<file path="src/design/ovn_pkg.sv">
package ovn_pkg;

    // fixed field widths
    localparam int SEED_W     = 16;
    localparam int POS_W      = 10;
    localparam int OCT_CFG_W  = 4;
    localparam int BIAS_CFG_W = 3;

    // table length default
    localparam int NOISE_LENGTH_DEF = 1024;

    // weights are 2^(WEIGHT_TOP - bias_shift*octave)
    localparam int WEIGHT_TOP = 40;
    localparam int SH_W       = 8;
    localparam int SHAMT_W    = 6;

    localparam logic [BIAS_CFG_W-1:0] BIAS_MAX = 3'd4;

    // accumulator, weight sum and divider widths
    localparam int ACC_W  = 64;
    localparam int WSUM_W = 48;
    localparam int QUO_W  = 16;
    localparam int CNT_W  = $clog2(QUO_W + 1);

    // configuration port
    localparam int APB_AW = 3;
    localparam int APB_DW = 32;

    localparam logic [OCT_CFG_W-1:0]  OCT_CFG_RST  = 4'd8;
    localparam logic [BIAS_CFG_W-1:0] BIAS_CFG_RST = 3'd1;

    localparam logic REG_OCTAVE_COUNT = 1'b0;
    localparam logic REG_BIAS_SHIFT   = 1'b1;

    // opcodes
    localparam logic OP_WRITE = 1'b0;
    localparam logic OP_QUERY = 1'b1;

    typedef enum logic [1:0] {
        DIV_MOD,
        DIV_X,
        DIV_NUM,
        DIV_NORM
    } t_div_sel;

    typedef enum logic [3:0] {
        ST_IDLE,
        ST_MOD,
        ST_MOD_WAIT,
        ST_OCT,
        ST_XDIV_WAIT,
        ST_RD_A,
        ST_RD_B,
        ST_MUL,
        ST_SAMPLE,
        ST_SDIV_WAIT,
        ST_ACC,
        ST_NORM,
        ST_NORM_WAIT,
        ST_OUT
    } t_state;

    typedef struct packed {
        logic     capture;
        logic     seed_write;
        logic     div_start;
        t_div_sel div_sel;
        logic     x_from_div;
        logic     ad_pow2;
        logic     ad_from_div;
        logic     b_load;
        logic     rd_b;
        logic     mul_a;
        logic     mul_b;
        logic     samp_shift;
        logic     samp_from_div;
        logic     acc_en;
        logic     load_out;
    } t_dp_cmd;

    typedef struct packed {
        logic div_busy;
        logic last_oct;
    } t_dp_stat;

endpackage

</file>
<file path="src/design/ovn_ctrl.sv">
module ovn_ctrl import ovn_pkg::*; #(
    parameter int NOISE_LENGTH = NOISE_LENGTH_DEF
) (
    input  logic     i_clk,
    input  logic     i_rst_n,
    input  logic     i_in_valid,
    output logic     o_in_ready,
    input  logic     i_opcode,
    output logic     o_out_valid,
    input  logic     i_out_ready,
    output t_dp_cmd  o_cmd,
    input  t_dp_stat i_stat
);

    // power-of-two lengths take pitch steps by shift and mask
    localparam bit POW2 = ((NOISE_LENGTH & (NOISE_LENGTH - 1)) == 0);

    t_state r_state;
    t_state n_state;
    logic   r_out_valid;
    logic   n_out_valid;
    logic   in_xfer;

    assign in_xfer = i_in_valid && (r_state == ST_IDLE);

    always_ff @(posedge i_clk) begin
        if (!i_rst_n) begin
            r_state     <= ST_IDLE;
            r_out_valid <= 1'b0;
        end else begin
            r_state     <= n_state;
            r_out_valid <= n_out_valid;
        end
    end

    always_comb begin
        n_state = r_state;
        case (r_state)
            ST_IDLE: begin
                if (in_xfer && (i_opcode == OP_QUERY)) begin
                    n_state = POW2 ? ST_OCT : ST_MOD;
                end
            end
            ST_MOD:       n_state = ST_MOD_WAIT;
            ST_MOD_WAIT:  if (!i_stat.div_busy) n_state = ST_OCT;
            ST_OCT:       n_state = POW2 ? ST_RD_A : ST_XDIV_WAIT;
            ST_XDIV_WAIT: if (!i_stat.div_busy) n_state = ST_RD_A;
            ST_RD_A:      n_state = ST_RD_B;
            ST_RD_B:      n_state = ST_MUL;
            ST_MUL:       n_state = ST_SAMPLE;
            ST_SAMPLE:    n_state = POW2 ? ST_ACC : ST_SDIV_WAIT;
            ST_SDIV_WAIT: if (!i_stat.div_busy) n_state = ST_ACC;
            ST_ACC:       n_state = i_stat.last_oct ? ST_NORM : ST_OCT;
            ST_NORM:      n_state = ST_NORM_WAIT;
            ST_NORM_WAIT: if (!i_stat.div_busy) n_state = ST_OUT;
            ST_OUT: begin
                if (!r_out_valid || i_out_ready) begin
                    n_state = ST_IDLE;
                end
            end
            default:      n_state = ST_IDLE;
        endcase
    end

    always_comb begin
        o_cmd         = '0;
        o_cmd.div_sel = DIV_NORM;
        case (r_state)
            ST_IDLE: begin
                o_cmd.capture    = in_xfer && (i_opcode == OP_QUERY);
                o_cmd.seed_write = in_xfer && (i_opcode == OP_WRITE);
            end
            ST_MOD: begin
                o_cmd.div_start = 1'b1;
                o_cmd.div_sel   = DIV_MOD;
            end
            ST_MOD_WAIT: begin
                o_cmd.x_from_div = !i_stat.div_busy;
            end
            ST_OCT: begin
                o_cmd.ad_pow2   = POW2;
                o_cmd.div_start = !POW2;
                o_cmd.div_sel   = DIV_X;
            end
            ST_XDIV_WAIT: begin
                o_cmd.ad_from_div = !i_stat.div_busy;
            end
            ST_RD_A: begin
                o_cmd.b_load = 1'b1;
            end
            ST_RD_B: begin
                o_cmd.rd_b  = 1'b1;
                o_cmd.mul_a = 1'b1;
            end
            ST_MUL: begin
                o_cmd.mul_b = 1'b1;
            end
            ST_SAMPLE: begin
                o_cmd.samp_shift = POW2;
                o_cmd.div_start  = !POW2;
                o_cmd.div_sel    = DIV_NUM;
            end
            ST_SDIV_WAIT: begin
                o_cmd.samp_from_div = !i_stat.div_busy;
            end
            ST_ACC: begin
                o_cmd.acc_en = 1'b1;
            end
            ST_NORM: begin
                o_cmd.div_start = 1'b1;
                o_cmd.div_sel   = DIV_NORM;
            end
            ST_OUT: begin
                o_cmd.load_out = !r_out_valid || i_out_ready;
            end
            default: begin
                o_cmd.capture = 1'b0;
            end
        endcase
    end

    always_comb begin
        if (o_cmd.load_out) begin
            n_out_valid = 1'b1;
        end else if (r_out_valid && i_out_ready) begin
            n_out_valid = 1'b0;
        end else begin
            n_out_valid = r_out_valid;
        end
    end

    assign o_in_ready  = (r_state == ST_IDLE);
    assign o_out_valid = r_out_valid;

endmodule

</file>
<file path="config.mk">
export PLATFORM = sky130hd
export DESIGN_NAME = ovn_ctrl
export DESIGN_NICKNAME = d
export VERILOG_FILES = /design/src/design/ovn_pkg.sv /design/src/design/ovn_ctrl.sv
export SDC_FILE = /design/constraint.sdc
export NUM_CORES = 1
export LEC_CHECK = 0
export ABC_AREA = 1
export ABC_CLOCK_PERIOD_IN_PS = 1550
export BUFFER_PORTS_ARGS = -buffer_cell sky130_fd_sc_hd__buf_2
export CELL_PAD_IN_SITES_DETAIL_PLACEMENT = 0
export CELL_PAD_IN_SITES_GLOBAL_PLACEMENT = 1
export CORE_MARGIN = 1
export CORE_UTILIZATION = 29
export DETAILED_ROUTE_END_ITERATION = 10
export GPL_TIMING_DRIVEN = 0
export PLACE_DENSITY = 0.88
export REMOVE_ABC_BUFFERS = 1
export SKIP_LAST_GASP = 1
export SYNTH_ARGS = -nofsm -noshare
export SYNTH_HDL_FRONTEND = slang
export SYNTH_SLANG_ARGS = --single-unit
</file>
<file path="constraint.sdc">
create_clock -name i_clk -period 1.55 [get_ports i_clk]
set_clock_uncertainty 0.1 [all_clocks]
set_input_delay 0.0775 -clock i_clk [delete_from_list [all_inputs] [get_ports i_clk]]
set_output_delay 0.0775 -clock i_clk [all_outputs]
set_load 0.02 [all_outputs]
</file>
# == After elaboration in Yosys (flattened, before gate mapping) ==
# Index checks and enable logic that the tools add are counted.
# totals
regBits,5
input_bits,7
output_inout_bits,18
# classes
eq_ne,19
muxes,23
n_bitwise,1
reduce_logical,10
# ops
cell,n
$pmux 4 s14,1
$mux 4,7
$eq 4x4->1 const B,6
$eq 4x3->1 const B,4
$mux 1,13
$pmux 3 s4,1
$ne 2x2->1 const B,5
$eq 4x2->1 const B,2
$reduce_and 6->1,1
$eq 4x1->1 const B,1
$logic_and 1x1->1,4
$logic_not 4->1,1
$logic_not 1->1,2
$mux 2,1
$ne 2x1->1 const B,1
$reduce_bool 2->1,1
$logic_or 1x1->1,1
$not 1->1,1

# == Longest topological paths before layout ==
# Gate-level depths: netlist of run 1.
# logic_depth
word_depth,5
ltp_mapped,9
ltp_nobuf,9

# == Worst setup path before layout of run 1 ==
# Ideal clock, no wire load.
# synth_path
kind,reg2out
start,reg r_state[3]
end,out o_cmd[14] in the netlist's numbering
arrival_ns,1.199
t_required_ns,1.372
setup_slack_ns,0.173
path_stages_with_launch,6
path_cell_list,dfxtp_1 -> nor2_4 -> nand2_1 -> inv_1 -> nand2_1 -> nor2_1
# synth_lines
item,line_no,rtl
"start, declared",ovn_ctrl.sv:18,t_state r_state;
"start signal, assigned",ovn_ctrl.sv:31,r_state <= n_state;
"end, declared",ovn_ctrl.sv:11,"output t_dp_cmd o_cmd,"

==> results of run 1 <==
-- registers in the layout, summed over array words and instances (netlist names) --
register,flops
r_state,4
o_out_valid,1
-- stage by stage --
stage / util (%) / hold WS [ns] / std cells / setup slack (ns) / instance area [sq um]
after global routing: 42.4 / 0.114 / 147 / 0.00403 / 741
final: 42.4 / 0.0885 / 147 / 0.103 / 741
after global placement: 39.2 / 0.248 / 141 / 0.136 / 684
after floorplan: - / 0.0953 / 92 / 0.173 / 533
after CTS: 41.8 / 0.0922 / 147 / 0.00335 / 729
after detailed placement: 39.2 / 0.255 / 141 / 0.159 / 684
-- cells in the mapped netlist --
cell | count | area, sq um
a21oi_1 | 5 | 25.0
a21oi_2 | 1 | 8.76
buf_4 | 2 | 15.0
clkinv_1 | 1 | 3.75
dfxtp_1 | 5 | 100
inv_1 | 14 | 52.6
inv_2 | 2 | 7.51
nand2_1 | 22 | 82.6
nand2_2 | 3 | 18.8
nand2_4 | 1 | 11.3
nand3_1 | 8 | 40.0
nand3_2 | 1 | 10.0
nor2_1 | 15 | 56.3
nor2_2 | 4 | 25.0
nor2_4 | 5 | 56.3
nor3_1 | 1 | 5.00
nor3_2 | 1 | 10.0
o211ai_1 | 1 | 7.51
o21a_1 | 1 | 7.51
o21ai_0 | 1 | 5.00
-- timing repair --
| item | 4_1_cts | 5_1_grt |
|---|---|---|
| pin swaps | 1 | 0 |
| gates resized for setup | 1 | 5 |
| endpoints found under the setup margin | 3 | 12 |
| hold buffers | 1 | 0 |
| hold endpoints to repair | 4 | 0 |
| setup buffers | 1 | 0 |
-- critical path, delay by kind of cell (launching register included) --
family / cells / cell delay [ns]
buf+inv: 3 / 0.36
flops: 1 / 0.38
simple gates: 2 / 0.28
-- worst max-delay path by stage --
stage	to	start	slack, ns
after floorplan	o_cmd[14]	r_state[3]$_SDFFE_PN0P_	0.17
after global placement	r_state[2]$_SDFFE_PN0P_	r_state[2]$_SDFFE_PN0P_	0.14
after detailed placement	r_state[2]$_SDFFE_PN0P_	r_state[2]$_SDFFE_PN0P_	0.16
after CTS	o_cmd[8]	r_state[2]$_SDFFE_PN0P_	0.003
after global routing	o_cmd[14]	r_state[0]$_SDFFE_PN0P_	0.004
final	o_cmd[0]	r_state[0]$_SDFFE_PN0P_	0.10
-- layer usage --
metal	GRT usage (%)	share of wire, %	vias to the layer above
met1	18.1	47	288
li1	-	-	348
met3	2.38	2.7	0
met2	22.9	51	16
met5	0	0	-
met4	9.09	0	0
-- layout make-up --
| type | instances | area [sq um] |
|---|---|---|
| clock buffer | 4 | 26.3 |
| fill | 194 | 1000 |
| multi-input combinational | 70 | 374 |
| tap | 25 | 31.3 |
| sequential | 5 | 108 |
| inverter | 17 | 63.8 |
| timing repair buffer | 26 | 138 |
-- power by group --
group          leakage, nW  total [mW]  switching [mW]  internal [mW]
combinational        0.373       0.898           0.580          0.317
sequential          0.0427       0.270          0.0845          0.185
clock               0.0150       0.147          0.0500         0.0971
-- cell families (layout without fill, tap and decap cells) --
logic type,Yosys count,in the layout,share of synthesized area (%)
buffers and inverters,19,47,14.4
AND/OR/NAND/NOR,61,61,57.5
AO/OA/AOI/OAI,9,9,9.82
flip-flops,5,5,18.3
==> impl_metrics.py, run 1 <==
metrics = {
    "power": {
        "power.density_nw_per_um2": 1770,
        "p_leak_nw": 0.430,
        "p_total_mw": 1.31,
        "peakVddDrop_mv": 0.981,
    },
    "min_path": {
        "hold_path_depth": 5,
        "holdCritStartpoint": "i_stat[0]",
        "hold-path-endpoint": "r_state[3]$_SDFFE_PN0P_",
        "hp-class": "input pin to register",
    },
    "cells_and_area": {
        "syn2layout_area_growth_pct": 35.2,
        "antennaDiodeCount": 0,
        "drive_gt1_share_pct": 41.0,
        "finalNetCount": 130,
        "final_common_cell": "buf_2",
        "layout_common_cells": "buf_2 (24), nand2_1 (22), nor2_1 (15)",
    },
    "timing": {
        "finalCritPeriodShare_pct": 93.4,
        "setup_viol": 0,
        "hold_viol": 0,
        "relSlewSlack_pct": 82.4,
        "grt_setup_unrepaired": "no",
        "max_freq_ghz": 0.691,
        "period_needed_ns": 1.45,
        "slew_violations": 0,
        "setup_tns_ns": 0,
        "worst_pin_slew_ns": 0.262,
    },
    "critical_path": {
        "setup.worst_path.end_class": "primary output",
        "cpMostUsedCell": "inv_1",
        "cp_max_fo": 6,
        "max_stage_delay_ns": 0.38,
        "r2r_cells": 8,
        "cp_slowest_cell": "dfxtp_4",
        "crit_arrival_ns": 1.27,
        "crit_chain": "inv_1 > nor2_4 > inv_1 > nor3_2 > buf_2",
        "r2r_end": "r_state[2]$_SDFFE_PN0P_",
        "critPathKind": "register to primary output",
        "required_ns": 1.37,
        "reg2reg_slack_ns": 0.18,
        "startpoint_type": "register",
        "worstReg2RegStart": "r_state[2]$_SDFFE_PN0P_",
    },
    "synthesis": {
        "post_synth.cell_area_avg_sq_um": 5.83,
        "synth-seq-area-share_pct": 18.3,
        "synthCells": 94,
        "yosysUniqueCellTypes": 20,
        "ys_ff_latch": 5,
        "synth_warnings": 0,
        "syn_area_sq_um": 548,
    },
    "run_status": {
        "outcome": "finished clean",
    },
    "floorplanning": {
        "rows": 15,
        "die_height_um": 45.5,
        "die_w_um": 45.5,
        "pin_count": 25,
        "core_sq_um": 1750,
        "die_area_sq_um": 2070,
        "start_util_pct": 31.4,
    },
    "global_routing": {
        "grt_pass1_wl_um": 2110,
        "gr-usage-all-layers_pct": 14.5,
        "grt_pass1_vias": 511,
        "grt_max_degree": 8,
        "grt_overflow": 0,
        "antenna_found_initial": 0,
    },
    "clocking": {
        "clock_latency_ns": 0.24,
        "clkSinkCount": 5,
        "clkTransAtPathRegs_ns": 0.04,
        "cts_buffers": 3,
        "clockBufferDepth": 2,
        "cts_root_buf": "clkbuf_4",
        "tritoncts": "yes",
        "htree_levels": 1,
    },
    "route": {
        "vias": 652,
        "drt-initial-drc-count": 8,
        "drt-total-wl_um": 1300,
        "wl_per_cell_um": 8.81,
        "drc": 0,
        "antenna_left": 0,
        "post_drt_via_cell_ratio": 4.44,
        "first_pass_iters": 4,
    },
    "place": {
        "io_buffers": 24,
        "hpwl_um": 1060,
        "finalWeightedCongestion": 0.791,
    },
    "flow_run": {
        "drv_cap": 0,
    },
}
Power figures use the tool's default switching activity.
==> run 2, diff against run 1 <==
--- a/config.mk
+++ b/config.mk
@@ -17,3 +17,2 @@
 export PLACE_DENSITY = 0.88
-export REMOVE_ABC_BUFFERS = 1
 export SKIP_LAST_GASP = 1
==> constraint.sdc (replaced) <==
create_clock -name i_clk -period 1.55 [get_ports i_clk]
set_clock_uncertainty 0.1 [all_clocks]
set_input_delay 0.31 -clock i_clk [delete_from_list [all_inputs] [get_ports i_clk]]
set_output_delay 0.31 -clock i_clk [all_outputs]
set_load 0.02 [all_outputs]
==> run 2 against run 1 <==
Net effect: the flow now finishes with violations (negative setup slack); critical path depth increased by 1; clock-buffer cell count unchanged; clock power barely moved; combinational power grew 64%; cell count up 14%; hold slack better by 0.14 ns.
==> impl_metrics.py, run 2 (synthesis gave the netlist of run 1 again) <==
metrics = {
    "run_status": {
        "outcome": "finished, violations left",
        "violations": "negative setup slack",
    },
    "place": {
        "io_buffers": 24,
        "post-place-cells": 143,
        "hpwl_um": 1090,
        "dp_slack_ns": -0.0631,
        "placed_cell_area_sq_um": 704,
        "finalWeightedCongestion": 0.758,
    },
    "clocking": {
        "cts_buffers": 3,
        "clkSinkCount": 5,
        "clockBufferDepth": 2,
        "htree_levels": 1,
        "clkTransAtPathRegs_ns": 0.04,
        "tritoncts": "yes",
        "hold_buffers": 0,
        "cts_root_buf": "clkbuf_4",
        "clock_latency_ns": 0.23,
    },
    "cells_and_area": {
        "largest_reg_flops": 4,
        "final_common_cell": "buf_4",
        "layout_common_cells": "buf_4 (25), nand2_1 (15), buf_6 (13)",
        "regMostFlops": "r_state",
        "fin_util_pct": 61.9,
        "drive_gt1_share_pct": 68.3,
        "finalNetCount": 150,
        "syn2layout_area_growth_pct": 97.0,
        "final-instance-count-excl-fill": 167,
        "fin_area_sq_um": 1080,
        "antennaDiodeCount": 0,
    },
    "critical_path": {
        "crit_arrival_ns": 1.23,
        "required_ns": 1.14,
        "startpoint_type": "register",
        "cp_max_fo": 4,
        "setup.worst_path.end_class": "primary output",
        "critPathKind": "register to primary output",
    },
    "floorplanning": {
        "start_util_pct": 31.4,
        "die_w_um": 45.5,
        "core_sq_um": 1750,
        "pin_count": 25,
        "die_height_um": 45.5,
        "die_area_sq_um": 2070,
        "rows": 15,
    },
    "timing": {
        "setup_tns_ns": -0.711,
        "finalCritPeriodShare_pct": 106,
        "setup_viol": 13,
        "relSlewSlack_pct": 82.7,
        "worst_pin_slew_ns": 0.259,
        "hold_viol": 0,
        "grt_setup_unrepaired": "yes",
        "slew_violations": 0,
        "whs_ns": 0.230,
        "max_freq_ghz": 0.610,
        "period_needed_ns": 1.64,
        "setup_ws_ns": -0.0901,
    },
    "route": {
        "wl_per_cell_um": 11.7,
        "drt-total-wl_um": 1960,
        "drc": 0,
        "antenna_left": 0,
        "vias": 770,
        "drt-initial-drc-count": 13,
        "first_pass_iters": 4,
        "post_drt_via_cell_ratio": 4.61,
    },
    "flow_run": {
        "drv_cap": 0,
    },
    "global_routing": {
        "grt_pass1_vias": 725,
        "gr-usage-all-layers_pct": 19.7,
        "grt_overflow": 0,
        "grt_max_degree": 8,
        "grt_pass1_wl_um": 2950,
        "antenna_found_initial": 0,
    },
    "power": {
        "peakVddDrop_mv": 1.16,
        "p_leak_nw": 0.562,
        "p_total_mw": 1.91,
        "power.density_nw_per_um2": 1770,
    },
    "min_path": {
        "hp-class": "input pin to register",
    },
    "synthesis": {
        "synthesis.nets": 101,
    },
}
[run 2: layer usage]
| metal | wire length, um | vias up | track usage (%) |
|---|---|---|---|
| met4 | 14 | 0 | 10.9 |
| met1 | 796 | 364 | 21.4 |
| met3 | 58 | 2 | 4.76 |
| met5 | 0 | - | 0 |
| li1 | - | 383 | - |
| met2 | 1090 | 21 | 34.6 |
[run 2: area by class of cell]
type                            instances  area, sq um
Sequential cell                         5          116
Multi-Input combinational cell         70          460
Clock buffer                            4         26.3
Timing Repair Buffer                   45          363
Inverter                               17         71.3
Buffer                                  1         11.3
Fill cell                             152          666
Tap cell                               25         31.3
[run 2: power breakdown]
group,switching (mW),internal (mW)
logic,0.811,0.663
registers,0.101,0.195
clock network,0.0474,0.0969
total,0.959,0.955
[run 2: final timing paths]
check,startpoint,to,slack (ns),depth (start not counted)
setup / recovery,r_state[0]$_SDFFE_PN0P_,o_cmd[6],-0.09,6
hold / removal,i_rst_n,r_state[0]$_SDFFE_PN0P_,0.23,3
setup reg to reg,r_state[0]$_SDFFE_PN0P_,r_state[2]$_SDFFE_PN0P_,0.02,8
hold reg to reg,r_state[1]$_SDFFE_PN0P_,r_state[1]$_SDFFE_PN0P_,0.48,2
[run 2: repair_timing]
item | CTS | global route
resized for setup | 50 | 26
setup buffers | 16 | 6
pin swaps | 10 | 12
setup endpoints to repair | 16 | 19
[run 2: worst max-delay path, cell delays in order, from the launching register on]
cell	delay, ns
dfxtp_4	0.36
buf_6	0.12
nor2_4	0.16
nand2_2	0.09
inv_2	0.07
buf_6	0.09
buf_6	0.10
==> run 3, diff against run 2 <==
- PLACE_DENSITY: 0.88 -> 0.8
==> run 3 against run 2 <==
Net effect: critical path depth did not move; largest cell class unchanged; via count fell by 3.4%; the flow still finishes with violations (negative setup slack); fmax rose by 1.4%; combinational power fell by 4%; power fell by 3.8%; clock-buffer cell count did not move; sequential share of layout area rose by 0.27 points; critical path type unchanged.
==> impl_metrics.py, run 3 (synthesis gave the netlist of run 1 again) <==
metrics = {
    "clocking": {
        "clkSinkCount": 5,
        "clkTransAtPathRegs_ns": 0.04,
        "tritoncts": "yes",
        "cts_buffers": 3,
        "htree_levels": 1,
        "clockBufferDepth": 2,
        "cts_root_buf": "clkbuf_4",
        "clock_latency_ns": 0.23,
    },
    "floorplanning": {
        "die_area_sq_um": 2070,
        "pin_count": 25,
        "core_sq_um": 1750,
        "die_w_um": 45.5,
        "rows": 15,
        "start_util_pct": 31.4,
        "die_height_um": 45.5,
    },
    "cells_and_area": {
        "largest_reg_flops": 4,
        "final_common_cell": "buf_4",
        "layout_common_cells": "buf_4 (21), nand2_1 (14), buf_6 (13)",
        "fillers": 167,
        "final-instance-count-excl-fill": 165,
        "finalNetCount": 148,
        "regMostFlops": "r_state",
        "drive_gt1_share_pct": 66.4,
        "syn2layout_area_growth_pct": 90.2,
        "antennaDiodeCount": 0,
    },
    "route": {
        "vias": 744,
        "drt-initial-drc-count": 6,
        "first_pass_iters": 3,
        "antenna_left": 0,
        "drt-total-wl_um": 1800,
        "wl_per_cell_um": 10.9,
        "post_drt_via_cell_ratio": 4.51,
        "drc": 0,
    },
    "timing": {
        "grt_setup_unrepaired": "yes",
        "max_freq_ghz": 0.618,
        "worst_pin_slew_ns": 0.208,
        "setup_viol": 10,
        "finalCritPeriodShare_pct": 104,
        "relSlewSlack_pct": 86.2,
        "period_needed_ns": 1.62,
        "setup_ws_ns": -0.0670,
        "hold_viol": 0,
        "slew_violations": 0,
    },
    "critical_path": {
        "critPathKind": "register to primary output",
        "r2r_cells": 11,
        "r2r_end": "r_state[0]$_SDFFE_PN0P_",
        "setup.worst_path.end_class": "primary output",
        "reg2reg_slack_ns": 0.04,
        "worstReg2RegStart": "r_state[0]$_SDFFE_PN0P_",
        "startpoint_type": "register",
        "cp_max_fo": 4,
        "crit_arrival_ns": 1.21,
        "required_ns": 1.14,
    },
    "global_routing": {
        "grt_max_degree": 8,
        "antenna_found_initial": 0,
        "grt_pass1_vias": 620,
        "grt_overflow": 0,
        "grt_pass1_wl_um": 2640,
        "gr-usage-all-layers_pct": 17.9,
    },
    "place": {
        "io_buffers": 24,
        "hpwl_um": 1110,
        "finalWeightedCongestion": 0.865,
        "post-place-cells": 143,
    },
    "run_status": {
        "violations": "negative setup slack",
        "outcome": "finished, violations left",
    },
    "power": {
        "power.density_nw_per_um2": 1770,
        "p_leak_nw": 0.545,
        "peakVddDrop_mv": 0.829,
        "p_total_mw": 1.84,
    },
    "min_path": {
        "holdCritStartpoint": "i_rst_n",
        "hold_path_depth": 3,
        "hp-class": "input pin to register",
        "hold-path-endpoint": "r_state[2]$_SDFFE_PN0P_",
    },
    "flow_run": {
        "drv_cap": 0,
    },
    "synthesis": {
        "synthesis.nets": 101,
    },
}
run 3: report_power, final:
part           switching, mW  internal (mW)  total (mW)
Sequential            0.0933          0.195       0.288
Clock                 0.0469         0.0969       0.144
Combinational          0.787          0.621        1.41
Total                  0.927          0.913        1.84
run 3: final cells by class:
class	count	area, sq um	area share [%]
buffer	1	11.3	1.08
clock buffer	4	26.3	2.52
inverter	17	66.3	6.36
multi-input combinational	70	449	43.1
sequential	5	115	11.0
tap	25	31.3	3.00
timing repair buffer	43	343	32.9
run 3: metrics by stage:
step	area, sq um	setup WS [ns]	hold WS [ns]	setup TNS (ns)	utilization [%]
after detailed placement	704	-0.0412	0.478	-0.0412	40.4
after CTS	936	-0.0787	0.223	-0.445	53.6
final	1040	-0.0670	0.233	-0.412	59.7
after floorplan	553	-0.0595	0.328	-0.119	-
after global routing	1040	-0.132	0.244	-1.25	59.7
after global placement	704	-0.0459	0.479	-0.0459	40.4
run 3: layer usage:
metal	wire, um	GRT usage, %	share of wire, %	vias up
met4	35	9.09	1.9	0
met1	767	22.7	43	342
met2	949	29.1	53	16
met5	0	0	0	-
met3	43	2.38	2.4	4
li1	-	-	-	382
run 3: how the worst max path moves through the flow:
stage / depth (start not counted) / start / endpoint
global route: 5 / r_state[3]$_SDFFE_PN0P_ / o_cmd[1]
floorplan: 5 / r_state[3]$_SDFFE_PN0P_ / o_cmd[14]
detailed placement: 6 / r_state[0]$_SDFFE_PN0P_ / o_cmd[0]
global placement: 6 / r_state[0]$_SDFFE_PN0P_ / o_cmd[0]
CTS: 5 / r_state[0]$_SDFFE_PN0P_ / o_cmd[0]
finish: 6 / r_state[0]$_SDFFE_PN0P_ / o_cmd[2]
run 3: what timing repair did:
item                                   4_1_cts  5_1_grt
setup endpoints to repair                   16       18
endpoints found under the hold margin        0        0
pin swaps                                    7        8
setup buffers                               17        2
hold buffers                                 0        0
resized for setup                           39       29
run 3: worst max-delay path, stage by stage, from the launching register on:
cell     delay, ns
dfxtp_4       0.38
inv_4         0.04
nor2_4        0.14
buf_6         0.13
nand2_4       0.06
nor2_4        0.11
buf_6         0.12
